`config.mk`:
```
export PLATFORM = sky130hd
export DESIGN_NAME = dpwp_backproj
export DESIGN_NICKNAME = d
export VERILOG_FILES = /design/src/hw/rtl/dpwp_pkg.sv /design/src/hw/rtl/dpwp_backproj.sv
export SDC_FILE = /design/constraint.sdc
export NUM_CORES = 2
export LEC_CHECK = 0
export BUFFER_PORTS_ARGS = -buffer_cell sky130_fd_sc_hd__buf_2
export CORE_AREA = 8 8 335 305
export DETAILED_ROUTE_END_ITERATION = 6
export DIE_AREA = 0 0 343 313
export PLACE_DENSITY = 0.47
export REMOVE_ABC_BUFFERS = 1
export SYNTH_ARGS = -nofsm -noshare
export SYNTH_HDL_FRONTEND = slang
export SYNTH_SLANG_ARGS = --single-unit
export TNS_END_PERCENT = 100
```
`constraint.sdc`:
```
create_clock -name clk -period 9.2 [get_ports clk]
set_input_delay 0.92 -clock clk [delete_from_list [all_inputs] [get_ports clk]]
set_output_delay 0.92 -clock clk [all_outputs]
set_load 0.05 [all_outputs]
```
`src/hw/rtl/dpwp_pkg.sv`:
```
// ----------------------------------------------------------------------------
// dpwp_pkg
// Widths, register indexes and word types shared by the depth pixel to
// world point pipeline.
// ----------------------------------------------------------------------------
`default_nettype none

package dpwp_pkg;

  // default number of raw depth bits taken from the sample
  localparam int DEPTH_BITS_DEF = 16;

  // field widths
  localparam int RAW_PORT_W = 16;
  localparam int RAY_W      = 20;
  localparam int OUT_W      = 24;
  localparam int SCALE_W    = 32;
  localparam int COEF_W     = 18;
  localparam int TRANS_W    = 20;
  localparam int LIM_W      = 24;
  localparam int ROT_W      = 3 * COEF_W;
  localparam int TRANSV_W   = 3 * TRANS_W;

  // internal datapath widths
  localparam int DEPTH_W = 24;   // kept depth, below the far limit
  localparam int CAM_W   = 28;   // camera x and y, Q.16 signed
  localparam int WORLD_W = 32;   // unsaturated world coordinate, Q.16 signed

  // configuration port
  localparam int CFG_IDX_W  = 3;
  localparam int CFG_DATA_W = 60;

  typedef enum logic [CFG_IDX_W-1:0] {
    REG_DEPTH_SCALE  = 3'd0,
    REG_ROT_ROW_X    = 3'd1,
    REG_ROT_ROW_Y    = 3'd2,
    REG_ROT_ROW_Z    = 3'd3,
    REG_TRANSLATION  = 3'd4,
    REG_DEPTH_LIMITS = 3'd5,
    REG_HEIGHT_LIMIT = 3'd6
  } cfg_reg_t;

  // configuration as seen by the pipeline
  typedef struct packed {
    logic [SCALE_W-1:0]  depth_scale;
    logic [ROT_W-1:0]    rot_row_x;
    logic [ROT_W-1:0]    rot_row_y;
    logic [ROT_W-1:0]    rot_row_z;
    logic [TRANSV_W-1:0] translation;
    logic [LIM_W-1:0]    near_limit;
    logic [LIM_W-1:0]    far_limit;
    logic [LIM_W-1:0]    height_limit;
  } cfg_t;

  // scaled and range-checked depth with its ray
  typedef struct packed {
    logic [DEPTH_W-1:0]      depth;
    logic signed [RAY_W-1:0] ray_x;
    logic signed [RAY_W-1:0] ray_y;
  } depth_word_t;

  // camera space point
  typedef struct packed {
    logic signed [CAM_W-1:0] xc;
    logic signed [CAM_W-1:0] yc;
    logic [DEPTH_W-1:0]      zc;
  } cam_word_t;

  // world space point before the height check
  typedef struct packed {
    logic signed [WORLD_W-1:0] wx;
    logic signed [WORLD_W-1:0] wy;
    logic signed [WORLD_W-1:0] wz;
  } world_word_t;

endpackage

`default_nettype wire

```
`src/hw/rtl/dpwp_backproj.sv`:
```
// ----------------------------------------------------------------------------
// dpwp_backproj
// Back-projects a kept depth along its ray to a camera space point.
// ----------------------------------------------------------------------------
`default_nettype none

module dpwp_backproj (
  input  wire logic                  clk,
  input  wire logic                  rst_n,
  input  wire logic                  in_valid,
  output logic                       in_ready,
  input  wire dpwp_pkg::depth_word_t in_word,
  output logic                       out_valid,
  input  wire logic                  out_ready,
  output dpwp_pkg::cam_word_t        out_word
);
  import dpwp_pkg::*;

  localparam int PROD_W = RAY_W + DEPTH_W + 1;

  logic        v_r;
  cam_word_t   word_r;
  logic        en;

  logic signed [DEPTH_W:0]  depth_s;
  logic signed [PROD_W-1:0] px;
  logic signed [PROD_W-1:0] py;
  logic signed [PROD_W-1:0] px_sh;
  logic signed [PROD_W-1:0] py_sh;

  assign en       = !v_r || out_ready;
  assign in_ready = en;

  // ray times depth, floor of the Q.16 result by arithmetic shift
  assign depth_s = $signed({1'b0, in_word.depth});
  assign px      = PROD_W'(in_word.ray_x) * PROD_W'(depth_s);
  assign py      = PROD_W'(in_word.ray_y) * PROD_W'(depth_s);
  assign px_sh   = px >>> 16;
  assign py_sh   = py >>> 16;

  always_ff @(posedge clk) begin
    if (!rst_n) begin
      v_r <= 1'b0;
    end else if (en) begin
      v_r <= in_valid;
    end
  end

  always_ff @(posedge clk) begin
    if (en) begin
      word_r.xc <= px_sh[CAM_W-1:0];
      word_r.yc <= py_sh[CAM_W-1:0];
      word_r.zc <= in_word.depth;
    end
  end

  assign out_valid = v_r;
  assign out_word  = word_r;

endmodule

`default_nettype wire

```
==> impl_results.md <==
* Post-synthesis to final-layout area growth at 7.16%
* GPL Wtd Cong at 0.773
* Iter 0 DRT Violations at 858
* Maximum fanout along the worst path at 42
* Layout Skew at 16.1 ps
* Total routed wirelength at 90.5 mm
* Mean instance size in the synthesized netlist at 9.39 µm²
* Core area at 96800 µm²
* Number of optimization iterations in the first detailed-route pass at 5
* Number of H-tree levels at 3
* Cells after Synth at 3558
* Max Transition Viols Final at 0
* Number of antenna violations at the first check in global routing at 10
* CTS clk-pin slew, worst paths at 80 ps
* Async SR Flop Fraction at 0
* TritonCTS clock tree: yes
* Post-CTS Hold Fix Bufs at 0
* Pin count of the biggest net entering global routing at 49
* Die Footprint at 107000 µm²
* Status: complete, no violations
* Actual transition at the worst max-transition pin at 1060 ps
* Number of synthesized flops with an enable pin at 80
* Mapped Area at 33400 µm²
* Data arrival time at the worst-slack endpoint at 8100 ps
* Number of failing hold endpoints at the final stage at 0
* Endpoints failing setup at 0
* Number of nets at the end of the flow at 4787
* Aggregate negative setup slack at 0 ps
* IO Count at 150
* Final Cell Area at 35800 µm²
* Average vias per placed instance at 4.67
* Data required, critical path at 9360 ps
* Count of unique library cells instantiated by Yosys at 56
* Kind of cell adding the most delay to the critical path: adder cells
* Kind of critical path: in -> reg
* Via count of the first global-routing pass at 25600
* Area fraction of the dominant cell type after synthesis at 0.470
* Buffers and inverters on the worst path at 7
* Per-cell routed wire length at 18.6 µm
* Critical Path Source Type: input port
* Max-cap viol count at 0
* Share of final-layout standard cells stronger than drive strength 1 at 0.0631
* Post-DP Area at 35500 µm²
* Number of warnings reported in the yosys synthesis log at 0
* First-pass GRT wire length at 148 mm
* Largest cells by area after synthesis: fa_1, ha_1, inv_1
* Most common flop cell mapped by yosys: edfxtp_1
* Count of clock tree sinks at 81
* Number of port buffers at 149
* Site Rows at 109
* Setup repair after global routing missed its margin: no
* Post-DRT Antenna Nets at 0
* Layout Cells excl Fill at 4876
* CP dominant cell by count: fa_1
* Post-detail-place hpwl at 71.4 mm
* Timing-limited maximum frequency at 0.126 GHz
* Tcrit/Tclk final at 0.863
* Largest stage delay, worst path at 740 ps
* Post-cts resize count at 0
* Vias after detailed routing at 22800
* DIE HEIGHT at 313 µm
* Cell at the slowest stage of the critical path: buf_2
* Type of element capturing the critical path: register
* Global route total overflow at 0
* Maximum clock insertion buffer count at 2
* Area leader, netlist: fa_1
* Post CTS Setup Buffer Count at 0
* Clock network latency to the later pin of the worst-skew pair at 430 ps
* Starting density of the core at 0.345
* Clock root buffer: clkbuf_16
* Placed insts at 4856
* Total GRT Usage at 0.178
* Remaining max-slew budget at the tightest pin at 0.293
* Number of buffers inserted during clock tree synthesis at 9
* DRC at 0
* Final Critical Period at 7940 ps
* Sequential area share after synthesis at 0.0725
* Fill cell total of the finished layout at 10100
* Die width at 343 µm
* Synthesis-stage register bit count at 81
* Worst hold-check path type: in -> reg
==> state kept, by name, indices dropped and copies added, names as in the netlist <==
| signal | flops |
|---|---|
| out_word | 80 |
| out_valid | 1 |
==> Yosys cell counts (4+ instances only) <==
library cell and instances:
a211oi_1 4, a21o_1 19, a21oi_1 53, a31oi_1 9
and2_1 480, clkbuf_1 174, edfxtp_1 80, fa_1 784
ha_1 344, inv_1 878, nand2_1 464, nand2b_1 30
nand3_1 14, nand4_1 14, nor2_1 51, nor2b_1 7
o211ai_1 5, o21ai_0 25, o21bai_1 7, xnor2_1 40
xor2_1 24
==> layout by cell type (no fill, tap or decap), types with 3 or more instances in the layout <==
cell and instances:
clkbuf_16 9, nand4_1 14, a211oi_1 4, buf_2 149, and2_1 480, nand2_1 464
xor2_1 24, o21bai_1 7, a21o_1 19, a31oi_1 9, xnor2_1 40, nor2_1 51
nand2b_1 29, o21ai_0 25, edfxtp_1 80, o21ai_1 3, buf_4 50, a21boi_0 3
ha_1 344, nor2b_1 7, a21oi_1 53, o211ai_1 5, o21a_1 3, fa_1 784
nand3_1 14, diode_2 4, and3_1 3, inv_1 878
==> per-stage QoR <==
step | util | hold WS (ps) | setup WS, ps
6_report | 0.370 | 741 | 1260
3_5_place_dp | 0.366 | 1030 | 814
5_1_grt | 0.369 | 715 | 754
2_1_floorplan | - | 1020 | 2170
4_1_cts | 0.369 | 692 | 1260
3_3_place_gp | 0.366 | 1020 | 874
==> worst register-to-register path, cell delays in order, from the launching register on <==
cell	delay [ps]
dfxtp_1	340
nand2b_4	430
buf_4	720
==> final cells by class <==
class	instances	area, µm²	area share
Antenna cell	4	10.0	0.000280
Clock buffer	9	225	0.00629
Clock inverter	7	93.8	0.00262
Inverter	878	3300	0.0921
Multi-Input combinational cell	2422	27000	0.755
Sequential cell	81	2420	0.0677
Tap cell	1276	1600	0.0446
Timing Repair Buffer	199	1120	0.0313
==> layer usage <==
| layer | GRT usage | up-vias | part of all wire |
|---|---|---|---|
| met5 | 0 | - | 0.00061 |
| met4 | 0.0373 | 8 | 0.018 |
| met1 | 0.240 | 11900 | 0.45 |
| li1 | - | 10400 | - |
| met3 | 0.0262 | 81 | 0.040 |
| met2 | 0.303 | 364 | 0.49 |
==> cells by family after synthesis <==
family / count (synthesis) / synth area share
xor gates and xnor gates: 64 / 0.0168
and+or+nand+nor: 1079 / 0.164
adders and majority gates: 1128 / 0.599
AOI/OAI and AO/OA: 151 / 0.0293
DFF: 81 / 0.0725
buffers and inverters: 1055 / 0.119
==> worst paths after layout <==
check | start | endpoint | slack, ps | depth (start not counted)
hold / removal | in_valid | out_valid | 740 | 3
hold reg to reg | out_valid | out_valid | 980 | 2
setup reg to reg | out_valid | out_word[25] | 7270 | 2
setup / recovery | in_word[48] | out_word[48] | 1260 | 26
Power is left out: the tool's default activity adds up to more than one toggle a clock period on the data nets, which glitch-free logic cannot reach.
