[src/hw/rtl/dpwp_pkg.sv]
// ----------------------------------------------------------------------------
// dpwp_pkg
// Widths, register indexes and word types shared by the depth pixel to
// world point pipeline.
// ----------------------------------------------------------------------------
`default_nettype none

package dpwp_pkg;

  // default number of raw depth bits taken from the sample
  localparam int DEPTH_BITS_DEF = 16;

  // field widths
  localparam int RAW_PORT_W = 16;
  localparam int RAY_W      = 20;
  localparam int OUT_W      = 24;
  localparam int SCALE_W    = 32;
  localparam int COEF_W     = 18;
  localparam int TRANS_W    = 20;
  localparam int LIM_W      = 24;
  localparam int ROT_W      = 3 * COEF_W;
  localparam int TRANSV_W   = 3 * TRANS_W;

  // internal datapath widths
  localparam int DEPTH_W = 24;   // kept depth, below the far limit
  localparam int CAM_W   = 28;   // camera x and y, Q.16 signed
  localparam int WORLD_W = 32;   // unsaturated world coordinate, Q.16 signed

  // configuration port
  localparam int CFG_IDX_W  = 3;
  localparam int CFG_DATA_W = 60;

  typedef enum logic [CFG_IDX_W-1:0] {
    REG_DEPTH_SCALE  = 3'd0,
    REG_ROT_ROW_X    = 3'd1,
    REG_ROT_ROW_Y    = 3'd2,
    REG_ROT_ROW_Z    = 3'd3,
    REG_TRANSLATION  = 3'd4,
    REG_DEPTH_LIMITS = 3'd5,
    REG_HEIGHT_LIMIT = 3'd6
  } cfg_reg_t;

  // configuration as seen by the pipeline
  typedef struct packed {
    logic [SCALE_W-1:0]  depth_scale;
    logic [ROT_W-1:0]    rot_row_x;
    logic [ROT_W-1:0]    rot_row_y;
    logic [ROT_W-1:0]    rot_row_z;
    logic [TRANSV_W-1:0] translation;
    logic [LIM_W-1:0]    near_limit;
    logic [LIM_W-1:0]    far_limit;
    logic [LIM_W-1:0]    height_limit;
  } cfg_t;

  // scaled and range-checked depth with its ray
  typedef struct packed {
    logic [DEPTH_W-1:0]      depth;
    logic signed [RAY_W-1:0] ray_x;
    logic signed [RAY_W-1:0] ray_y;
  } depth_word_t;

  // camera space point
  typedef struct packed {
    logic signed [CAM_W-1:0] xc;
    logic signed [CAM_W-1:0] yc;
    logic [DEPTH_W-1:0]      zc;
  } cam_word_t;

  // world space point before the height check
  typedef struct packed {
    logic signed [WORLD_W-1:0] wx;
    logic signed [WORLD_W-1:0] wy;
    logic signed [WORLD_W-1:0] wz;
  } world_word_t;

endpackage

`default_nettype wire

[src/hw/rtl/dpwp_scale.sv]
// ----------------------------------------------------------------------------
// dpwp_scale
// Two stages: raw depth times scale factor, then the near/far range gate.
// Pixels outside the range leave the pipeline here.
// ----------------------------------------------------------------------------
`default_nettype none

module dpwp_scale #(
  parameter int DEPTH_BITS = dpwp_pkg::DEPTH_BITS_DEF
) (
  input  wire logic                              clk,
  input  wire logic                              rst_n,
  input  wire dpwp_pkg::cfg_t                    cfg,
  input  wire logic                              in_valid,
  output logic                                   in_ready,
  input  wire logic [dpwp_pkg::RAW_PORT_W-1:0]   in_depth_raw,
  input  wire logic signed [dpwp_pkg::RAY_W-1:0] in_ray_x,
  input  wire logic signed [dpwp_pkg::RAY_W-1:0] in_ray_y,
  output logic                                   out_valid,
  input  wire logic                              out_ready,
  output dpwp_pkg::depth_word_t                  out_word
);
  import dpwp_pkg::*;

  // bits of the sample that take part, never more than the port carries
  localparam int RAW_W   = (DEPTH_BITS < RAW_PORT_W) ? DEPTH_BITS : RAW_PORT_W;
  localparam int PROD_W  = RAW_W + SCALE_W;
  localparam int DFULL_W = PROD_W - 16;

  logic                    v1_r;
  logic [DFULL_W-1:0]      dfull_r;
  logic signed [RAY_W-1:0] rx1_r;
  logic signed [RAY_W-1:0] ry1_r;
  logic                    v2_r;
  depth_word_t             word2_r;

  logic               en1;
  logic               en2;
  logic [PROD_W-1:0]  prod;
  logic [DFULL_W-1:0] near_ext;
  logic [DFULL_W-1:0] far_ext;
  logic               keep;

  // stage enables, a stage moves when empty or when its successor moves
  assign en2      = !v2_r || out_ready;
  assign en1      = !v1_r || en2;
  assign in_ready = en1;

  // scale raw depth to Q.16 metres
  assign prod = PROD_W'(in_depth_raw[RAW_W-1:0]) * PROD_W'(cfg.depth_scale);

  // strict near/far window
  assign near_ext = DFULL_W'(cfg.near_limit);
  assign far_ext  = DFULL_W'(cfg.far_limit);
  assign keep     = (dfull_r > near_ext) && (dfull_r < far_ext);

  always_ff @(posedge clk) begin
    if (!rst_n) begin
      v1_r <= 1'b0;
      v2_r <= 1'b0;
    end else begin
      if (en1) begin
        v1_r <= in_valid;
      end
      if (en2) begin
        v2_r <= v1_r && keep;
      end
    end
  end

  // payload
  always_ff @(posedge clk) begin
    if (en1) begin
      dfull_r <= prod[PROD_W-1:16];
      rx1_r   <= in_ray_x;
      ry1_r   <= in_ray_y;
    end
    if (en2) begin
      word2_r.depth <= dfull_r[DEPTH_W-1:0];
      word2_r.ray_x <= rx1_r;
      word2_r.ray_y <= ry1_r;
    end
  end

  assign out_valid = v2_r;
  assign out_word  = word2_r;

endmodule

`default_nettype wire

[config.mk]
export PLATFORM = sky130hd
export DESIGN_NAME = dpwp_scale
export DESIGN_NICKNAME = d
export VERILOG_FILES = /design/src/hw/rtl/dpwp_pkg.sv /design/src/hw/rtl/dpwp_scale.sv
export SDC_FILE = /design/constraint.sdc
export NUM_CORES = 1
export LEC_CHECK = 0
export BUFFER_PORTS_ARGS = -buffer_cell sky130_fd_sc_hd__buf_2
export CAP_MARGIN = 10
export CORE_ASPECT_RATIO = 2
export CORE_MARGIN = 3
export CORE_UTILIZATION = 45
export DETAILED_ROUTE_END_ITERATION = 6
export HOLD_SLACK_MARGIN = 0.1
export PLACE_DENSITY = 0.68
export SYNTH_ARGS = -nofsm -noshare
export SYNTH_HDL_FRONTEND = slang
export SYNTH_SLANG_ARGS = --single-unit
export TNS_END_PERCENT = 20
[constraint.sdc]
create_clock -name clk -period 9.8 [get_ports clk]
set_clock_uncertainty 0.05 [all_clocks]
set_input_delay 1.96 -clock clk [delete_from_list [all_inputs] [get_ports clk]]
set_output_delay 1.96 -clock clk [all_outputs]
set_load 0.005 [all_outputs]
==> flow_summary.ini, run 1 <==
[global_routing]
first_global_vias = 17284
antenna_found_initial = 11
grt_max_degree = 50
grt_first_pass_wirelength_mm = 91.9
grt_overflow = 0
grtUsageTotal_pct = 24.9

[routing]
drc = 0
wl_mm = 58.9
drtIter0Drc = 826
via_per_inst = 5.43
routedWlPerCell_um = 21.2
vias = 15067
ant_nets = 0
drtPass1Iterations = 5

[floorplan]
die_height_um = 310
io_pins = 452
rows = 110
core_area_um2 = 45400
die_area_um2 = 49000
start_util_pct = 45.8
die_w_um = 158

[worst_setup_path]
slowest_delay_ns = 0.67
crit_path_max_fanout = 32
cp_common_cell = fa_1
path_class = primary input to register
cp_cell_sequence = buf_2 > nand2_1 > fa_1 > fa_1 > fa_1 > fa_1 > inv_1 > fa_1 > inv_1 > fa_1 > inv_1 > ha_1 > a21o_1 > a311o_1 > o2111ai_2 > o311ai_4 > nor2_2 > o21ai_1 > a211oi_2 > nand3b_1 > a31oi_1 > xnor2_1
cp_num_buf_inv = 4
critPathSlowestCell = buf_2
critical_path.top_delay_family = adder cells
required_ns = 9.91
start_kind = primary input
end_kind = register
cp.arrival_ns = 8.69

[placement]
placed_area_um2 = 22300
gp_congestion = 0.908
port_buffers = 205
numPlacedInstances = 2741
dp_hpwl_mm = 46.0

[clock_network]
cts-buffers-inserted = 17
cts_tree = done
postCtsHoldBufs = 0
cts.sinks = 138
cts_max_path_buffers = 2
postCtsSetupBuffers = 0
htree_levels = 4
clk_latency_ns = 0.42
cts.clk_slew.worst_paths_ns = 0.06
clock-root-buffer = clkbuf_16
cts-resized-gates = 0

[synth]
netlist_instances = 2052
ys.flop_type = edfxtp_1
synth_fp_nets = 3019
seq_area_frac_synth_pct = 19.8
ys_warn_count = 0
synth-edff-count = 136
synthArstFlopShare_pct = 0
synth_cell_types = 47
synth_area_um2 = 20800
avgSynthCellArea_um2 = 10.1
ys_ff_latch = 138

[timing]
max-slew-margin-rel_pct = 35.3
layout_min_cycle_time_ns = 8.59
drv_slew = 0
post-route-period-util_pct = 87.6
clock.fmax_mhz = 116
hold_viol_final = 0
finalSetupViolations = 0
grt_setup_unrepaired = false
worst_pin_slew_ns = 0.970
setup_tns_ns = 0

[layout]
drive_gt1_share_pct = 11.5
syn2layout_area_growth_pct = 10.1
finalNonFillerCells = 2775
design_area_um2 = 22900
fin_nets = 3167

[status]
status = completed

[min_path]
hold_class = register to register

[flow_run]
cap_violations = 0
-- through the flow --
stage | worst slack [ns] | util [%] | hold slack (ns)
after global placement | 0.958 | 49.1 | 0.352
after detailed placement | 0.853 | 49.1 | 0.355
after floorplan | 1.92 | - | 0.350
final | 1.21 | 50.5 | 0.364
after CTS | 1.29 | 50.5 | 0.367
after global routing | 0.942 | 50.5 | 0.372
-- placed cells by master (no fill, tap or decap), types with 7 or more instances in the layout --
| master | n |
|---|---|
| ha_1 | 164 |
| xnor2_1 | 23 |
| o21ai_0 | 16 |
| nand4_1 | 17 |
| and2_1 | 214 |
| nor2_1 | 20 |
| o21a_1 | 7 |
| nand2_1 | 311 |
| nand3_1 | 9 |
| fa_1 | 417 |
| inv_1 | 486 |
| edfxtp_1 | 136 |
| a21oi_1 | 37 |
| a21o_1 | 38 |
| xor2_1 | 9 |
| buf_2 | 205 |
| nor2b_1 | 9 |
| clkbuf_16 | 17 |
-- flip-flops by register name, indices dropped and copies added, names as in the netlist --
register and cells:
ry1_r 20, out_word 64, rx1_r 20, out_valid 1, dfull_r 32, v1_r 1
-- synthesized netlist by cell type (2+ instances only) --
library cell / number / share of area, %
a211oi_1: 3 / 0.11
a21o_1: 38 / 1.4
a21oi_1: 37 / 0.89
a221o_1: 2 / 0.096
a31oi_1: 6 / 0.18
and2_1: 214 / 6.4
and3_1: 2 / 0.060
clkbuf_1: 82 / 1.5
dfxtp_1: 2 / 0.19
edfxtp_1: 136 / 20
fa_1: 417 / 40
ha_1: 164 / 9.9
inv_1: 487 / 8.8
nand2_1: 312 / 5.6
nand2b_1: 5 / 0.15
nand3_1: 9 / 0.22
nand3b_1: 2 / 0.072
nand4_1: 17 / 0.51
nor2_1: 20 / 0.36
nor2b_1: 9 / 0.27
nor3_1: 4 / 0.096
nor4_1: 2 / 0.060
o211ai_1: 2 / 0.072
o21a_1: 7 / 0.25
o21ai_0: 16 / 0.38
o21ai_2: 2 / 0.084
o21bai_1: 3 / 0.11
o311ai_4: 2 / 0.25
o31ai_1: 2 / 0.072
xnor2_1: 23 / 0.97
xor2_1: 9 / 0.38
-- path summary, 6_finish.rpt --
check	to	cells past startpoint	from	slack (ns)
max	dfull_r[29]$_DFFE_PP_	22	in_depth_raw[1]	1.21
min	out_word[2]$_DFFE_PP_	0	ry1_r[2]$_DFFE_PP_	0.36
max reg2reg	out_valid$_SDFFE_PN0P_	11	dfull_r[1]$_DFFE_PP_	6.94
min reg2reg	out_word[2]$_DFFE_PP_	0	ry1_r[2]$_DFFE_PP_	0.36
-- layout make-up --
type / count / area [um2]
diodes: 2 / 5.00
clock buffers: 17 / 425
clock inverters: 15 / 208
fillers: 4185 / 22500
inverters: 487 / 1830
multi-input cells: 1345 / 14600
flip-flops and latches: 138 / 4120
well taps: 560 / 701
repair buffers: 211 / 1070
-- layer usage --
layer | share of wire (%) | vias to the layer above | global-route usage [%]
li1 | - | 6449 | -
met1 | 33 | 7673 | 26.5
met2 | 52 | 666 | 44.5
met3 | 6.8 | 263 | 4.73
met4 | 7.5 | 16 | 15.6
met5 | 0.19 | - | 0
-- cell families after synthesis --
group | Yosys count | share of synthesized area [%]
xor gates and xnor gates | 32 | 1.35
buffers and inverters | 569 | 10.3
AOI/OAI and AO/OA | 134 | 4.72
adders and majority gates | 581 | 49.9
DFF | 138 | 19.8
and+or+nand+nor | 598 | 13.9
Power of run 1 is left out: the tool's default activity adds up to more than one toggle a clock period on the data nets, which glitch-free logic cannot reach.
==> run 2, diff against run 1 <==
- CORE_UTILIZATION: 45 -> 57
- PLACE_DENSITY: 0.68 -> 0.83
==> run 2 against run 1 <==
  * Maximum frequency down 0.27%
  * Cell area down 0.83%
  * Flip-flop and latch count unchanged
  * Clock-buffer cell count unchanged
  * Sequential share of layout area up 0.15 points
  * Utilization up 13 points
  * Die area down 20%
  * First-iteration DRC count up 22%
  * Via count up 3.3%
  * Critical path depth unchanged
  * Critical endpoint unchanged
  * Highest routed layer unchanged
==> flow_summary.ini, run 2 (synthesis results as in run 1) <==
[status]
status = completed

[timing]
post-route-period-util_pct = 87.8
worst_pin_slew_ns = 0.940
layout_min_cycle_time_ns = 8.61
clock.fmax_mhz = 116
max-slew-margin-rel_pct = 37.3
grt_setup_unrepaired = false
setup_tns_ns = 0
hold_viol_final = 0
drv_slew = 0
finalSetupViolations = 0
finalWorstSetupSlack_ns = 1.19

[routing]
routedWlPerCell_um = 21.7
drtPass1Iterations = 6
ant_nets = 0
wl_mm = 57.9
drtIter0Drc = 1004
via_per_inst = 5.84
drc = 0
vias = 15560

[clock_network]
htree_levels = 4
cts-resized-gates = 0
cts-buffers-inserted = 17
clock-root-buffer = clkbuf_16
postCtsSetupBuffers = 0
postCtsHoldBufs = 0
cts.sinks = 138
cts_max_path_buffers = 2
cts_tree = done
cts.clk_slew.worst_paths_ns = 0.07
clk_latency_ns = 0.43

[worst_setup_path]
r2r_slack_ns = 7.00
start_kind = primary input
crit_path_max_fanout = 32
required_ns = 9.93
end_kind = register
path_class = primary input to register
cp.arrival_ns = 8.74

[floorplan]
io_pins = 452
die_area_um2 = 39000
core_area_um2 = 35900
die_w_um = 141
die_height_um = 276
start_util_pct = 58.0
rows = 98

[layout]
mostFrequentLayoutCell = inv_1
fin_nets = 3167
final_cell_mix = 486 x inv_1, 417 x fa_1, 311 x nand2_1
largest_reg_flops = 64
final_util_pct = 63.3
syn2layout_area_growth_pct = 9.22
drive_gt1_share_pct = 11.6

[placement]
gp_congestion = 0.914
port_buffers = 205
dp_slack_ns = 0.883
dp_hpwl_mm = 44.5

[global_routing]
antenna_found_initial = 4
grt_first_pass_wirelength_mm = 91.6
grtUsageTotal_pct = 30.6
first_global_vias = 18037
grt_overflow = 0
grt_max_degree = 64

[flow_run]
cap_violations = 0

[min_path]
hold_class = register to register
[run 2: area by class of cell]
type / instances / area (um2)
Clock inverter: 15 / 158
Fill cell: 2701 / 13200
Sequential cell: 138 / 4120
Antenna cell: 1 / 2.50
Clock buffer: 17 / 425
Inverter: 487 / 1830
Multi-Input combinational cell: 1345 / 14600
Tap cell: 450 / 563
Timing Repair Buffer: 211 / 1070
[run 2: critical path: stages]
cell and delay (ns):
buf_2 0.68, nand2_1 0.18, fa_1 0.53, fa_1 0.58, fa_1 0.46, fa_1 0.55
inv_1 0.05, fa_1 0.47, inv_1 0.05, fa_1 0.48, inv_1 0.04, ha_1 0.32
a21o_1 0.17, a311o_1 0.39, o2111ai_2 0.12, o311ai_4 0.24, nor2_2 0.24, o21ai_1 0.18
a211oi_2 0.44, nand3b_1 0.22, a31oi_1 0.28, xnor2_1 0.09
[run 2: layer usage]
layer | GRT usage, % | up-vias | wire length [um]
met5 | 0 | - | 32
met4 | 23.5 | 6 | 5580
met3 | 6.68 | 413 | 5310
met2 | 53.5 | 998 | 29600
met1 | 31.1 | 7699 | 17300
li1 | - | 6444 | -
[run 2: worst paths after layout]
path | from | end | depth (start not counted)
setup / recovery | in_depth_raw[2] | dfull_r[29]$_DFFE_PP_ | 22
hold / removal | ry1_r[18]$_DFFE_PP_ | out_word[18]$_DFFE_PP_ | 0
setup reg to reg | dfull_r[1]$_DFFE_PP_ | out_valid$_SDFFE_PN0P_ | 11
hold reg to reg | ry1_r[18]$_DFFE_PP_ | out_word[18]$_DFFE_PP_ | 0
[run 2: stage by stage]
stage | area [um2] | hold WS (ns) | instances
global route | 22700 | 0.371 | 2663
floorplan | 20800 | 0.350 | 2052
finish | 22700 | 0.366 | 2664
detailed placement | 22200 | 0.355 | 2631
CTS | 22700 | 0.368 | 2663
global placement | 22200 | 0.350 | 2631
Power of run 2 is left out for the same reason.
==> run 3, diff against run 2 <==
- REMOVE_ABC_BUFFERS: not set -> 1
==> run 3 against run 2 <==
  * Hold slack improved by 0.00071 ns
  * Cell area barely moved
  * Sequential share of layout area barely moved
  * Die area did not move
  * Critical path depth did not move
  * Cell count rose by 0.23%
  * Register-to-register slack barely moved
  * Wire length fell by 0.87%
  * Maximum frequency rose by 0.85%
  * Critical path type unchanged
  * Largest cell class unchanged
==> flow_summary.ini, run 3 (synthesis results as in run 1) <==
[worst_setup_path]
required_ns = 9.93
end_kind = register
crit_path_max_fanout = 32
path_class = primary input to register
start_kind = primary input
cp.arrival_ns = 8.66

[layout]
final_cell_mix = 486 x inv_1, 417 x fa_1, 311 x nand2_1
mostFrequentLayoutCell = inv_1
design_area_um2 = 22700
fin_nets = 3168
fillers = 2802
largest_reg_flops = 64
drive_gt1_share_pct = 11.6
syn2layout_area_growth_pct = 9.17

[routing]
vias = 15488
drtPass1Iterations = 7
drtIter0Drc = 823
highest_layer = met5
wl_met3_mm = 5.37
drc = 0
wl_met1_mm = 17.7
via_per_inst = 5.80
met2_length_mm = 28.7
routedWlPerCell_um = 21.5
ant_nets = 0
wl_mm = 57.3

[timing]
grt_setup_unrepaired = false
layout_min_cycle_time_ns = 8.54
setup_tns_ns = 0
finalSetupViolations = 0
max-slew-margin-rel_pct = 38.0
clock.fmax_mhz = 117
worst_pin_slew_ns = 0.931
drv_slew = 0
post-route-period-util_pct = 87.1
hold_viol_final = 0

[global_routing]
first_global_vias = 17707
antenna_found_initial = 8
grtUsageTotal_pct = 30.1
grt_max_degree = 73
grt_first_pass_wirelength_mm = 89.8
grt_overflow = 0

[clock_network]
cts_max_path_buffers = 2
clock-root-buffer = clkbuf_16
cts.sinks = 138
postCtsHoldBufs = 0
cts-buffers-inserted = 17
cts.clk_slew.worst_paths_ns = 0.06
clk_latency_ns = 0.42
htree_levels = 4
postCtsSetupBuffers = 0
cts_tree = done
cts-resized-gates = 0

[floorplan]
start_util_pct = 58.0
die_height_um = 276
core_area_um2 = 35900
rows = 98
die_area_um2 = 39000
io_pins = 452
die_w_um = 141

[status]
status = completed

[placement]
dp_hpwl_mm = 44.0
placed_area_um2 = 22200
port_buffers = 205
gp_congestion = 0.916

[flow_run]
cap_violations = 0

[min_path]
hold_class = register to register
-- run 3: cell type report --
class	count	area (um2)	share of cell area, %
clock inverter	15	128	0.561
tap	450	563	2.48
antenna	6	15.0	0.0661
inverter	487	1830	8.04
multi-input combinational	1345	14600	64.1
timing repair buffer	212	1080	4.74
clock buffer	17	425	1.87
sequential	138	4120	18.1
-- run 3: worst max-delay path: stages --
cell	delay, ns
buf_2	0.65
nand2_1	0.18
fa_1	0.55
fa_1	0.59
fa_1	0.45
fa_1	0.54
inv_1	0.05
fa_1	0.48
inv_1	0.05
fa_1	0.49
inv_1	0.05
ha_1	0.32
a21o_1	0.18
a311o_1	0.38
o2111ai_2	0.12
o311ai_4	0.23
nor2_2	0.25
o21ai_1	0.17
a211oi_2	0.43
nand3b_1	0.21
a31oi_1	0.24
xnor2_1	0.08
-- run 3: worst paths after layout --
kind | from | to | slack, ns | depth (start not counted)
max | in_depth_raw[1] | dfull_r[29]$_DFFE_PP_ | 1.26 | 22
min | ry1_r[13]$_DFFE_PP_ | out_word[13]$_DFFE_PP_ | 0.37 | 0
max reg2reg | dfull_r[1]$_DFFE_PP_ | out_valid$_SDFFE_PN0P_ | 6.99 | 11
min reg2reg | ry1_r[13]$_DFFE_PP_ | out_word[13]$_DFFE_PP_ | 0.37 | 0
-- run 3: stage by stage --
| stage | hold slack (ns) | util [%] | instances | setup WS, ns |
|---|---|---|---|---|
| floorplan | 0.350 | - | 1970 | 2.14 |
| global placement | 0.350 | 61.7 | 2632 | 0.981 |
| detailed placement | 0.355 | 61.7 | 2632 | 0.875 |
| CTS | 0.367 | 63.2 | 2664 | 1.31 |
| global route | 0.367 | 63.2 | 2666 | 0.966 |
| finish | 0.367 | 63.3 | 2670 | 1.26 |
-- run 3: routing by layer --
| layer | GRT usage, % | up-vias |
|---|---|---|
| met5 | 0 | - |
| met4 | 23.2 | 12 |
| li1 | - | 6456 |
| met1 | 31.2 | 7709 |
| met2 | 51.2 | 916 |
| met3 | 7.23 | 395 |
Power of run 3 is left out for the same reason.
