===== config.mk =====
export PLATFORM = sky130hd
export DESIGN_NAME = dpwp_emit
export DESIGN_NICKNAME = d
export VERILOG_FILES = /design/src/hw/rtl/dpwp_pkg.sv /design/src/hw/rtl/dpwp_emit.sv
export SDC_FILE = /design/constraint.sdc
export NUM_CORES = 1
export LEC_CHECK = 0
export BUFFER_PORTS_ARGS = -buffer_cell sky130_fd_sc_hd__buf_4
export CAP_MARGIN = 15
export CORE_AREA = 2 2 196 198
export CTS_BUF_LIST = sky130_fd_sc_hd__clkbuf_4 sky130_fd_sc_hd__clkbuf_8
export DETAILED_ROUTE_END_ITERATION = 12
export DIE_AREA = 0 0 198 200
export GPL_TIMING_DRIVEN = 0
export MAX_ROUTING_LAYER = met4
export PLACE_DENSITY_LB_ADDON = 0.12
export SYNTH_ARGS = -nofsm -noshare
export SYNTH_HDL_FRONTEND = slang
export SYNTH_SLANG_ARGS = --single-unit

===== constraint.sdc =====
create_clock -name clk -period 4.83 [get_ports clk]
set_input_delay 0.2415 -clock clk [delete_from_list [all_inputs] [get_ports clk]]
set_output_delay 0.2415 -clock clk [all_outputs]
set_load 0.005 [all_outputs]

===== src/hw/rtl/dpwp_pkg.sv =====
// ----------------------------------------------------------------------------
// dpwp_pkg
// Widths, register indexes and word types shared by the depth pixel to
// world point pipeline.
// ----------------------------------------------------------------------------
`default_nettype none

package dpwp_pkg;

  // default number of raw depth bits taken from the sample
  localparam int DEPTH_BITS_DEF = 16;

  // field widths
  localparam int RAW_PORT_W = 16;
  localparam int RAY_W      = 20;
  localparam int OUT_W      = 24;
  localparam int SCALE_W    = 32;
  localparam int COEF_W     = 18;
  localparam int TRANS_W    = 20;
  localparam int LIM_W      = 24;
  localparam int ROT_W      = 3 * COEF_W;
  localparam int TRANSV_W   = 3 * TRANS_W;

  // internal datapath widths
  localparam int DEPTH_W = 24;   // kept depth, below the far limit
  localparam int CAM_W   = 28;   // camera x and y, Q.16 signed
  localparam int WORLD_W = 32;   // unsaturated world coordinate, Q.16 signed

  // configuration port
  localparam int CFG_IDX_W  = 3;
  localparam int CFG_DATA_W = 60;

  typedef enum logic [CFG_IDX_W-1:0] {
    REG_DEPTH_SCALE  = 3'd0,
    REG_ROT_ROW_X    = 3'd1,
    REG_ROT_ROW_Y    = 3'd2,
    REG_ROT_ROW_Z    = 3'd3,
    REG_TRANSLATION  = 3'd4,
    REG_DEPTH_LIMITS = 3'd5,
    REG_HEIGHT_LIMIT = 3'd6
  } cfg_reg_t;

  // configuration as seen by the pipeline
  typedef struct packed {
    logic [SCALE_W-1:0]  depth_scale;
    logic [ROT_W-1:0]    rot_row_x;
    logic [ROT_W-1:0]    rot_row_y;
    logic [ROT_W-1:0]    rot_row_z;
    logic [TRANSV_W-1:0] translation;
    logic [LIM_W-1:0]    near_limit;
    logic [LIM_W-1:0]    far_limit;
    logic [LIM_W-1:0]    height_limit;
  } cfg_t;

  // scaled and range-checked depth with its ray
  typedef struct packed {
    logic [DEPTH_W-1:0]      depth;
    logic signed [RAY_W-1:0] ray_x;
    logic signed [RAY_W-1:0] ray_y;
  } depth_word_t;

  // camera space point
  typedef struct packed {
    logic signed [CAM_W-1:0] xc;
    logic signed [CAM_W-1:0] yc;
    logic [DEPTH_W-1:0]      zc;
  } cam_word_t;

  // world space point before the height check
  typedef struct packed {
    logic signed [WORLD_W-1:0] wx;
    logic signed [WORLD_W-1:0] wy;
    logic signed [WORLD_W-1:0] wz;
  } world_word_t;

endpackage

`default_nettype wire


===== src/hw/rtl/dpwp_emit.sv =====
// ----------------------------------------------------------------------------
// dpwp_emit
// Height gate and output saturation; holds the output register.
// ----------------------------------------------------------------------------
`default_nettype none

module dpwp_emit (
  input  wire logic                   clk,
  input  wire logic                   rst_n,
  input  wire dpwp_pkg::cfg_t         cfg,
  input  wire logic                   in_valid,
  output logic                        in_ready,
  input  wire dpwp_pkg::world_word_t  in_word,
  output logic                        out_valid,
  input  wire logic                   out_ready,
  output logic signed [dpwp_pkg::OUT_W-1:0] out_point_x,
  output logic signed [dpwp_pkg::OUT_W-1:0] out_point_y,
  output logic signed [dpwp_pkg::OUT_W-1:0] out_point_z
);
  import dpwp_pkg::*;

  localparam logic signed [WORLD_W-1:0] SAT_MAX = WORLD_W'((2 ** (OUT_W - 1)) - 1);
  localparam logic signed [WORLD_W-1:0] SAT_MIN = -WORLD_W'(2 ** (OUT_W - 1));

  // clamp to the output range
  function automatic logic signed [OUT_W-1:0] sat_out(input logic signed [WORLD_W-1:0] v);
    logic signed [WORLD_W-1:0] c;
    c = v;
    if (v > SAT_MAX) begin
      c = SAT_MAX;
    end else if (v < SAT_MIN) begin
      c = SAT_MIN;
    end
    return c[OUT_W-1:0];
  endfunction

  logic                    v_r;
  logic signed [OUT_W-1:0] px_r;
  logic signed [OUT_W-1:0] py_r;
  logic signed [OUT_W-1:0] pz_r;

  logic               en;
  logic [WORLD_W-1:0] abs_y;
  logic               height_ok;

  assign en       = !v_r || out_ready;
  assign in_ready = en;

  // absolute height against the limit, on the unsaturated value
  assign abs_y     = in_word.wy[WORLD_W-1] ? (~in_word.wy + 1'b1) : in_word.wy;
  assign height_ok = abs_y < WORLD_W'(cfg.height_limit);

  always_ff @(posedge clk) begin
    if (!rst_n) begin
      v_r <= 1'b0;
    end else if (en) begin
      v_r <= in_valid && height_ok;
    end
  end

  always_ff @(posedge clk) begin
    if (en) begin
      px_r <= sat_out(in_word.wx);
      py_r <= sat_out(in_word.wy);
      pz_r <= sat_out(in_word.wz);
    end
  end

  assign out_valid   = v_r;
  assign out_point_x = px_r;
  assign out_point_y = py_r;
  assign out_point_z = pz_r;

endmodule

`default_nettype wire


==> results of run 1 <==
==> cell families (layout without fill, tap and decap cells) <==
logic type	Yosys count	count (layout)	share of synthesized area [%]
simple gates	77	77	10.5
fa+ha+maj	24	24	7.15
flops	73	73	51.9
mux	2	2	0.476
xor+xnor	23	23	4.79
other cells	0	3	0
compound gates	123	123	21.0
buf+inv	47	258	4.20
==> metrics by stage <==
stage          hold WS (ps)  std cells
2_1_floorplan           399        369
3_3_place_gp            526       1074
5_1_grt                 108       1094
3_5_place_dp            528       1075
4_1_cts                98.1       1091
6_report                139       1094
==> layer usage <==
metal  track usage [%]  vias to the layer above
met5                 -                        -
li1                  -                     1821
met1              10.8                     1845
met2              17.8                      118
met4              3.17                        0
met3              2.82                       15
==> flip-flops by register name, indices dropped and copies added, names as in the netlist <==
name and cells:
out_point_y 24, out_point_x 24, out_valid 1, out_point_z 24
==> power by group through the flow <==
stage,clock (mW),sequential [mW],combinational (mW)
finish,0.508,0.751,0.357
global route,0.559,0.755,0.393
global placement,0,0.766,0.363
floorplan,0,0.769,0.132
CTS,0.539,0.752,0.369
detailed placement,0,0.766,0.366
==> cells in the final DEF, fill, tap and decap left out, drive strengths merged, types with 2 or more instances in the layout <==
master / Yosys / layout
nand3b: 3 / 3
nor4: 10 / 10
a311oi: 2 / 2
ha: 24 / 24
diode: 0 / 3
clkbuf: 21 / 31
or2: 4 / 4
o31ai: 7 / 7
a21o: 6 / 6
nor2: 5 / 5
a21oi: 13 / 13
clkinv: 0 / 2
xnor2: 22 / 22
nand2b: 4 / 4
nand2: 18 / 18
or4: 6 / 6
edfxtp: 72 / 72
inv: 26 / 27
nor3: 6 / 6
clkinvlp: 0 / 2
nand4: 11 / 11
o21ai: 13 / 13
o21a: 69 / 69
o211ai: 3 / 3
or3: 2 / 2
nand3: 5 / 5
buf: 0 / 195
mux2i: 2 / 2
o41ai: 2 / 2
==> worst max path at each step <==
stage	to	slack [ps]	cells past startpoint
floorplan	out_valid	1710	12
global placement	in_ready	1010	3
detailed placement	out_valid	1180	16
CTS	out_valid	1610	16
global route	out_valid	1400	14
finish	out_valid	1590	14
==> cell type report <==
type,count,area [µm²]
fill,4206,30900
sequential,73,2180
multi-input combinational,249,1850
timing repair buffer,195,1480
tap,511,639
clock buffer,10,131
inverter,26,97.6
buffer,21,78.8
clock inverter,6,67.6
antenna,3,7.51
==> metrics.sh, run 1 <==
SLEW-LIMIT-HEADROOM_PCT=50.7
SYNTH.TOP_CELL.AREA_SHARE_PCT=51.4
POST_SYNTH_INST_COUNT=369
ARRIVAL_PS=3540
SYNTH_UNIQUE_CELLS=44
ANTENNA_FOUND_INITIAL=3
WL_MET1_MM=7.78
GP_CONGESTION=0.810
FRACTION_OF_FINAL_LAYOUT_CELLS_SIZED_BEYOND_DRIVE_STRENGTH_1_PCT=37.8
DETAIL-ROUTE-ANTENNA-NETS=0
HOLD_BUFFERS=0
MET3ROUTEDLENGTH_UM=999
DP_WORST_SETUP_SLACK_PS=1180
SYNTH_ASYNC_SR_FLOP_SHARE_PCT=0
SYNTHESIS.NETS=819
CTS-ROOT-TO-SINK-BUFFERS=2
YS_WARN_COUNT=0
OVERFLOW=0
REQUIRED_PS=5130
NUMPORTBUFFERS=194
GRT_UTIL_ALL_LAYERS_PCT=10.0
FIN_WS_PS=1590
HP-CLASS='in2reg'
FINALWORSTPATHREQUIREDPERIOD_PS=3240
DRC=0
POST_CTS_RESIZE_COUNT=0
CORE_REGION_AREA_MM2=0.0374
PLACE_HPWL_MM=16.7
CLOCK-SINKS=73
POWER.SHARE.COMBINATIONAL_PCT=22.1
YOSYS_REGISTER_BITS=73
CLOCK_TREE_FROM_TRITONCTS='yes'
SEQ_AREA_FRAC_SYNTH_PCT=51.9
POST-ROUTE-UTIL_PCT=17.5
ROUTE.MET2.WL_MM=10.6
TRITONCTS.NUM_BUFFERS=9
DETAIL_ROUTE.VIAS_PER_CELL=3.47
SETUP.WORST_PATH.START_CLASS='input pin'
GRT_PASS1_WL_MM=26.9
INSERTION_DELAY_PS=380
VIAS=3799
FIRST_GLOBAL_VIAS=3917
WORST_PATH_MAX_DELAY_CELL='or4_4'
YOSYSMOSTFREQUENTCELL='edfxtp_1'
CELLPOWERDENSITY_mW_PER_MM2=247
SWITCHING_SHARE_PCT=27.6
SYNTH_TOP_CELLS_BY_AREA='edfxtp_1 (51%), o21a_1 (12%), ha_1 (7.1%)'
VDD_DROP_MAX_mV=0.122
POWER.SHARE.SEQUENTIAL_PCT=46.5
WORSTHOLDENDPOINT='out_point_x[23]'
ROW_COUNT=71
CRITPATHMAXFANOUT=6
PIN_COUNT_OF_THE_BIGGEST_NET_ENTERING_GLOBAL_ROUTING=66
FINAL.PERIOD_UTILIZATION_PCT=67.1
SYN2LAYOUT_AREA_GROWTH_PCT=55.6
TIMING_HOLD_VIOLATIONS_FINAL=0
SYNTH.CELLS.MOST_FREQUENT='edfxtp_1 (72), o21a_1 (69), inv_1 (26), ha_1 (24), xnor2_1 (22)'
CRITICAL_PATH.REG2REG.ENDPOINT='out_point_x[12]'
SYNTH_TOP_AREA_CELL='edfxtp_1'
NUMBER_OF_SYNTHESIZED_FLOPS_WITH_AN_ENABLE_PIN=72
CRITICAL_PATH.REG2REG.STARTPOINT='out_valid'
PORTION_OF_TOTAL_POWER_ATTRIBUTED_TO_THE_CLOCK_NETWORK_PCT=31.5
FINALINSTANCEAREA_MM2=0.00654
CRIT_TYPE='in2reg'
DIE_X_UM=198
CPMOSTUSEDCELL='or2_1'
WHS_PATH_DEPTH=2
FINAL_NET_COUNT=1025
RSZ0062_AT_GRT='false'
CPLARGESTDELAYFAMILY='compound AO/OA/AOI/OAI gates'
WORSTMARGINPINSLEW_PS=740
PATH_BUF_INV=1
CLOCK_EDGE_TRANSITION_AT_THE_REGISTERS_ON_THE_REPORTED_SETUP_AND_HOLD_PATHS_PS=90
DIE_AREA_MM2=0.0396
WORSTHOLDSTART='in_word[95]'
SETUP_VIOLATORS_FINAL=0
FMAX_MHz=309
CRIT_PATH_MAX_INCR_DELAY_PS=570
TIMING.CRITICAL_PATH.TO_TYPE='flop'
WIRELENGTH_MM=19.7
CLOCKROOTBUFFER='clkbuf_8'
SYNTH_FLOP_CELL='edfxtp_1'
AVGSYNTHCELLAREA_UM2=11.4
CAP_VIOL_MAX_COUNT=0
FP.DIEH_UM=200
STARTING_DENSITY_PCT=11.2
CTS_SETUP_BUFFERS=0
H-TREE-DEPTH=3
DRT-PASS1-ITER-COUNT=4
INITIALDRTVIOLATIONCOUNT=129
SYNTH.CELL_AREA_MM2=0.00420
WORST_SETUP_PATH_STARTPOINT='in_word[43]'
NETSWITCHINGPOWER_mW=0.446
SETUP_TOTAL_NEGATIVE_SLACK_PS=0
DPL-INSTANCE-AREA_MM2=0.00633
IO_PINS=500
CELLLEAKAGEPOWER_nW=2.65
RUN_STATUS='complete, no violations'
DR.MAX_LAYER_USED='met4'
SLEW_VIOL_FINAL=0
FINALPOWER_mW=1.62
WIRE_PER_INST_UM=18.0
TIMING.REG2REG.WORST_PATH_DEPTH=2
P_INT_mW=1.17
SETUP.REG_TO_REG.WORST_SLACK_PS=3520
CP_CELL_SEQUENCE='buf_4, or4_4, or2_1, or2_1, o21ai_0, xnor2_1, ha_1, nand3_1, nand2_1, a211o_1, a311oi_1, o211a_1, nand4_1, o31ai_2'
WORST_CLOCK_SKEW_PS=18.1
No activity file was read; power rests on OpenSTA's default activity.
==> run 2, diff against run 1 <==
CORE_AREA = 2 2 193 195   (was 2 2 196 198)
DIE_AREA = 0 0 195 197   (was 0 0 198 200)
clock period = 3.3 ns   (was 4.83 ns; I/O delays follow)
==> run 2 against run 1 <==
  * Clock skew down 12 ps
  * Flip-flop and latch count unchanged
  * Critical path depth down 1
  * Sequential share of layout area up 0.096 points
  * Design area down 0.29%
  * Clock power up 31%
  * Sequential power up 46%
  * Largest power group unchanged
==> metrics.sh, run 2 (synthesis gave the netlist of run 1 again) <==
MOSTFREQUENTLAYOUTCELL='buf_4'
WORSTMARGINPINSLEW_PS=689  # -50.3 ps
DIE_AREA_MM2=0.0384  # -3.0%
WIRE_PER_INST_UM=17.1  # -5.4%
MOST-COMMON-LAYOUT-CELLS='buf_4 (196), edfxtp_1 (72), o21a_1 (69), inv_1 (25), ha_1 (23)'
CLOCKROOTBUFFER='clkbuf_8'
FINAL_NET_COUNT=1027  # +0.20%
HP-CLASS='in2reg'
DETAIL-ROUTE-ANTENNA-NETS=0  # unchanged
FIN_WS_PS=135  # -1450 ps
DRC=0  # unchanged
REQUIRED_PS=3580  # -1550 ps
PLACE_HPWL_MM=14.8  # -12%
TIMING.CRITICAL_PATH.TO_TYPE='flop'
FIRST_GLOBAL_VIAS=4128  # +5.4%
DPL-INSTANCE-AREA_MM2=0.00628  # -0.85%
GRT_UTIL_ALL_LAYERS_PCT=9.73  # -0.28 points
OVERFLOW=0  # unchanged
DETAIL_ROUTE.VIAS_PER_CELL=3.59  # +3.3%
HOLD_BUFFERS=0  # unchanged
SETUP.WORST_PATH.START_CLASS='input pin'
PIN_COUNT_OF_THE_BIGGEST_NET_ENTERING_GLOBAL_ROUTING=45  # -32%
CAP_VIOL_MAX_COUNT=0  # unchanged
CLOCK_TREE_FROM_TRITONCTS='yes'
STARTING_DENSITY_PCT=11.6  # +0.35 points
TRITONCTS.NUM_BUFFERS=9  # unchanged
DP_WORST_SETUP_SLACK_PS=-391  # -1570 ps
SLEW-LIMIT-HEADROOM_PCT=53.6  # +2.9 points
DIE_X_UM=195  # -1.5%
GP_CONGESTION=0.759  # -6.3%
WL_MET1_MM=7.92  # +1.9%
PLACE_INST=1032  # -4.0%
CTS-ROOT-TO-SINK-BUFFERS=2  # unchanged
CELLPOWERDENSITY_mW_PER_MM2=349  # +41%
WIRELENGTH_MM=18.0  # -8.9%
VIAS=3780  # -0.50%
ROW_COUNT=70  # -1.4%
H-TREE-DEPTH=3  # unchanged
CRITPATHMAXFANOUT=4  # -2
RUN_STATUS='complete, no violations'
ANTENNA_FOUND_INITIAL=4  # +1
CRIT_TYPE='in2reg'
FINALWORSTPATHREQUIREDPERIOD_PS=3160
CPLARGESTDELAYFAMILY='simple AND/OR/NAND/NOR gates'
SYN2LAYOUT_AREA_GROWTH_PCT=55.2
CORE_REGION_AREA_MM2=0.0363  # -3.0%
FRACTION_OF_FINAL_LAYOUT_CELLS_SIZED_BEYOND_DRIVE_STRENGTH_1_PCT=39.7  # +1.9 points
PATH_BUF_INV=1  # unchanged
VDD_DROP_MAX_mV=0.172  # +40%
POST-ROUTE-UTIL_PCT=18.0  # +0.50 points
FINALNONFILLERCELLS=1054  # -3.7%
GRT_PASS1_WL_MM=26.6  # -1.2%
WORST_CLOCK_SKEW_PS=5.62  # -12.5 ps
DRT-PASS1-ITER-COUNT=4  # unchanged
DR.MAX_LAYER_USED='met4'
IO_PINS=500  # unchanged
FINALINSTANCEAREA_MM2=0.00652  # -0.29%
CLOCK-SINKS=73  # unchanged
FINALPOWER_mW=2.28  # +41%
MULTI_INPUT_LOGIC_AREA_MM2=0.00190  # +2.4%
CRIT_PATH_MAX_INCR_DELAY_PS=580  # about the same
FP.DIEH_UM=197  # -1.5%
HOLD_WS_PS=66.1  # -73.3 ps
NUMPORTBUFFERS=194  # unchanged
ARRIVAL_PS=3450  # -90 ps
CELLLEAKAGEPOWER_nW=2.65  # +0.12%
FILLER_CELL_COUNT=4075  # -3.1%
FINAL.PERIOD_UTILIZATION_PCT=95.9
CLOCK_EDGE_TRANSITION_AT_THE_REGISTERS_ON_THE_REPORTED_SETUP_AND_HOLD_PATHS_PS=90  # about the same
FMAX_MHz=316
SETUP_TOTAL_NEGATIVE_SLACK_PS=0  # unchanged
WORST_PATH_MAX_DELAY_CELL='or4_1'
TIMING_HOLD_VIOLATIONS_FINAL=0  # unchanged
CP_CELL_SEQUENCE='buf_4, or4_1, or2_1, or2_1, o41ai_1, xnor2_1, ha_1, nand4_1, a21oi_1, a311oi_2, o211a_1, nand4_1, o31ai_2'
INSERTION_DELAY_PS=370  # about the same
SETUP_VIOLATORS_FINAL=0  # unchanged
SLEW_VIOL_FINAL=0  # unchanged
INITIALDRTVIOLATIONCOUNT=217  # +68%
SEQUENTIAL_CELL_AREA_IN_THE_FINAL_LAYOUT_MM2=0.00218  # unchanged
ROUTE.MET2.WL_MM=8.41  # -20%
MET3ROUTEDLENGTH_MM=1.52  # +52%
-- run 2: where the power goes --
| part | total (mW) | switching [mW] | internal, mW |
|---|---|---|---|
| Clock | 0.667 | 0.396 | 0.271 |
| Sequential | 1.10 | 0.0198 | 1.08 |
| Combinational | 0.509 | 0.237 | 0.272 |
| Total | 2.28 | 0.653 | 1.62 |
-- run 2: worst paths after layout --
| check | cells past startpoint | slack (ps) | end | from |
|---|---|---|---|---|
| max | 13 | 140 | out_valid | in_word[47] |
| min | 2 | 70 | out_point_x[20] | in_word[84] |
| max reg2reg | 2 | 1880 | out_point_z[8] | out_valid |
| min reg2reg | 2 | 650 | out_valid | out_valid |
-- run 2: repair_timing --
| action | CTS | global route |
|---|---|---|
| gates resized for setup | 0 | 14 |
| setup endpoints to repair | 0 | 1 |
| setup buffers | 0 | 2 |
-- run 2: layout make-up --
type                            instances  area share (%)
Multi-Input combinational cell        249            29.1
Clock buffer                            9            1.90
Antenna cell                            4           0.153
Sequential cell                        73            33.5
Timing Repair Buffer                  197            23.0
Buffer                                 21            1.25
Clock inverter                          7           0.710
Tap cell                              468            8.98
Inverter                               26            1.50
-- run 2: worst register-to-register path, cell delays in order (launching register included) --
cell and delay (ps):
dfxtp_1 360, nand2b_4 390, buf_16 280
-- run 2: per-layer routing --
metal | global-route usage [%] | vias up
li1 | - | 1824
met1 | 11.8 | 1800
met2 | 15.0 | 146
met5 | - | -
met4 | 1.87 | 0
met3 | 4.33 | 10
==> run 3, diff against run 2 <==
CORE_AREA = 2 2 196 198   (was 2 2 193 195)
DIE_AREA = 0 0 198 200   (was 0 0 195 197)
clock period = 2.9 ns   (was 3.3 ns; I/O delays follow)
==> run 3 against run 2 <==
  * Worst hold slack worse by 20 ps
  * Combinational power grew 21%
  * First-iteration DRC count shrank 43%
  * Global-route usage rose by 0.46 points
  * Register-to-register slack worse by 290 ps
  * Clock power is 16% higher
  * Final cell count up 4.3%
  * Power up 16%
  * Sequential share of layout area down 0.87 points
  * Clock skew increased by 8.8 ps
  * Die area grew 3.1%
  * Largest cell class unchanged
==> metrics.sh, run 3 (synthesis gave the netlist of run 1 again) <==
CRIT_TYPE='in2reg'
REQUIRED_PS=3200  # -380 ps
DETAIL_ROUTE.VIAS_PER_CELL=3.45  # -3.8%
MOSTFREQUENTLAYOUTCELL='buf_4'
FIRST_GLOBAL_VIAS=4221  # +2.3%
CLOCK_TREE_FROM_TRITONCTS='yes'
WORST_SETUP_PATH_STARTPOINT='in_word[43]'
PIN_COUNT_OF_THE_BIGGEST_NET_ENTERING_GLOBAL_ROUTING=65  # +44%
TIMING.REG2REG.WORST_PATH_DEPTH=2  # unchanged
FINAL_NET_COUNT=1029  # +0.19%
TRITONCTS.NUM_BUFFERS=9  # unchanged
CRITPATHMAXFANOUT=6  # +2
FINALPOWER_mW=2.64  # +16%
ARRIVAL_PS=3150  # -300 ps
FINALINSTANCEAREA_MM2=0.00670  # +2.7%
ROW_COUNT=71  # +1.4%
DIE_AREA_MM2=0.0396  # +3.1%
WORSTMARGINPINSLEW_PS=627  # -61.9 ps
CTS-ROOT-TO-SINK-BUFFERS=2  # unchanged
GRT_PASS1_WL_MM=27.9  # +4.8%
SETUP_VIOLATORS_FINAL=0  # unchanged
RUN_STATUS='complete, no violations'
FILLER_CELL_COUNT=4212  # +3.4%
DETAIL-ROUTE-ANTENNA-NETS=0  # unchanged
IO_PINS=500  # unchanged
CORE_REGION_AREA_MM2=0.0374  # +3.1%
FINALWORSTPATHREQUIREDPERIOD_PS=2850
MOST-COMMON-LAYOUT-CELLS='buf_4 (197), edfxtp_1 (72), o21a_1 (69), inv_1 (24), ha_1 (23)'
FINALNONFILLERCELLS=1099  # +4.3%
FMAX_MHz=351
H-TREE-DEPTH=3  # unchanged
NUMPORTBUFFERS=194  # unchanged
SYN2LAYOUT_AREA_GROWTH_PCT=59.3
DIE_X_UM=198  # +1.5%
SLEW-LIMIT-HEADROOM_PCT=57.8  # +4.2 points
DRC=0  # unchanged
CAP_VIOL_MAX_COUNT=0  # unchanged
CELLLEAKAGEPOWER_nW=2.72  # +2.4%
OVERFLOW=0  # unchanged
INSERTION_DELAY_PS=370  # about the same
FP.DIEH_UM=200  # +1.5%
DRT-PASS1-ITER-COUNT=4  # unchanged
TIMING.CRITICAL_PATH.TO_TYPE='flop'
CELLPOWERDENSITY_mW_PER_MM2=394  # +13%
VIAS=3793  # +0.34%
WORST_CLOCK_SKEW_PS=14.4  # +8.83 ps
STARTING_DENSITY_PCT=11.2  # -0.35 points
WHS_PATH_DEPTH=2  # unchanged
SLEW_VIOL_FINAL=0  # unchanged
TIMING_HOLD_VIOLATIONS_FINAL=0  # unchanged
PLACE_INST=1075  # +4.2%
HP-CLASS='in2reg'
CLOCK_EDGE_TRANSITION_AT_THE_REGISTERS_ON_THE_REPORTED_SETUP_AND_HOLD_PATHS_PS=90  # about the same
SETUP_TOTAL_NEGATIVE_SLACK_PS=0  # unchanged
CLOCKROOTBUFFER='clkbuf_8'
CRITICAL_PATH.REG2REG.STARTPOINT='out_valid'
DPL-INSTANCE-AREA_MM2=0.00637  # +1.4%
WIRE_PER_INST_UM=17.9  # +5.2%
HOLD_WS_PS=46.1  # -19.9 ps
FINAL.PERIOD_UTILIZATION_PCT=98.2
VDD_DROP_MAX_mV=0.159  # -7.2%
SETUP.WORST_PATH.START_CLASS='input pin'
INITIALDRTVIOLATIONCOUNT=123  # -43%
RSZ0062_AT_GRT='true'
ANTENNA_FOUND_INITIAL=4  # unchanged
WIRELENGTH_MM=19.7  # +9.7%
PLACE_HPWL_MM=16.6  # +12%
GRT_UTIL_ALL_LAYERS_PCT=10.2  # +0.46 points
WORSTHOLDSTART='in_word[85]'
CLOCK-SINKS=73  # unchanged
FRACTION_OF_FINAL_LAYOUT_CELLS_SIZED_BEYOND_DRIVE_STRENGTH_1_PCT=42.5  # +2.8 points
GP_CONGESTION=0.777  # +2.4%
## run 3: what timing repair did
| action | in CTS | in global routing |
|---|---|---|
| setup endpoints to repair | 1 | 1 |
| buffers inserted | 2 | 1 |
| hold endpoints to repair | 1 | 0 |
| pin swaps | 3 | 2 |
| resized for setup | 14 | 11 |
| hold buffers | 1 | 0 |
## run 3: final cells by class
type | instances | area, µm² | area share (%)
flip-flops and latches | 73 | 2180 | 32.6
multi-input cells | 249 | 1990 | 29.8
repair buffers | 199 | 1520 | 22.6
well taps | 511 | 639 | 9.55
clock buffers | 10 | 131 | 1.96
inverters | 26 | 97.6 | 1.46
plain buffers | 21 | 83.8 | 1.25
clock inverters | 6 | 42.5 | 0.635
diodes | 4 | 10.0 | 0.150
## run 3: worst paths after layout
check | end | slack [ps]
min | out_point_x[21] | 50
min reg2reg | out_valid | 590
max reg2reg | out_point_z[17] | 1590
max | out_valid | 50
## run 3: layer usage
layer | vias up | share of wire (%) | track usage [%]
met1 | 1805 | 36 | 10.2
met5 | - | 0 | -
met4 | 0 | 2.1 | 3.34
met2 | 142 | 55 | 18.8
li1 | 1830 | - | -
met3 | 16 | 6.4 | 3.23
## run 3: through the flow
stage | utilization (%) | setup slack (ps)
after global placement | 16.9 | -773
final | 17.9 | 53.6
after detailed placement | 17.0 | -714
after global routing | 17.9 | -53.0
after CTS | 17.7 | 0.802
after floorplan | - | 9.70
## run 3: power by group
part / internal (mW) / switching [mW]
sequential: 1.23 / 0.0199
combinational: 0.320 / 0.294
clock: 0.322 / 0.453
total: 1.87 / 0.768
## run 3: worst max-delay path: stages
cell      delay (ps)
buf_4            130
or4_4            570
or3_4            390
o31ai_4          260
xnor2_2           90
ha_1             330
a21oi_2          150
nand2_1           70
a211o_1          300
a311oi_2         210
o211a_1          180
nand4_1          130
o31ai_2          190
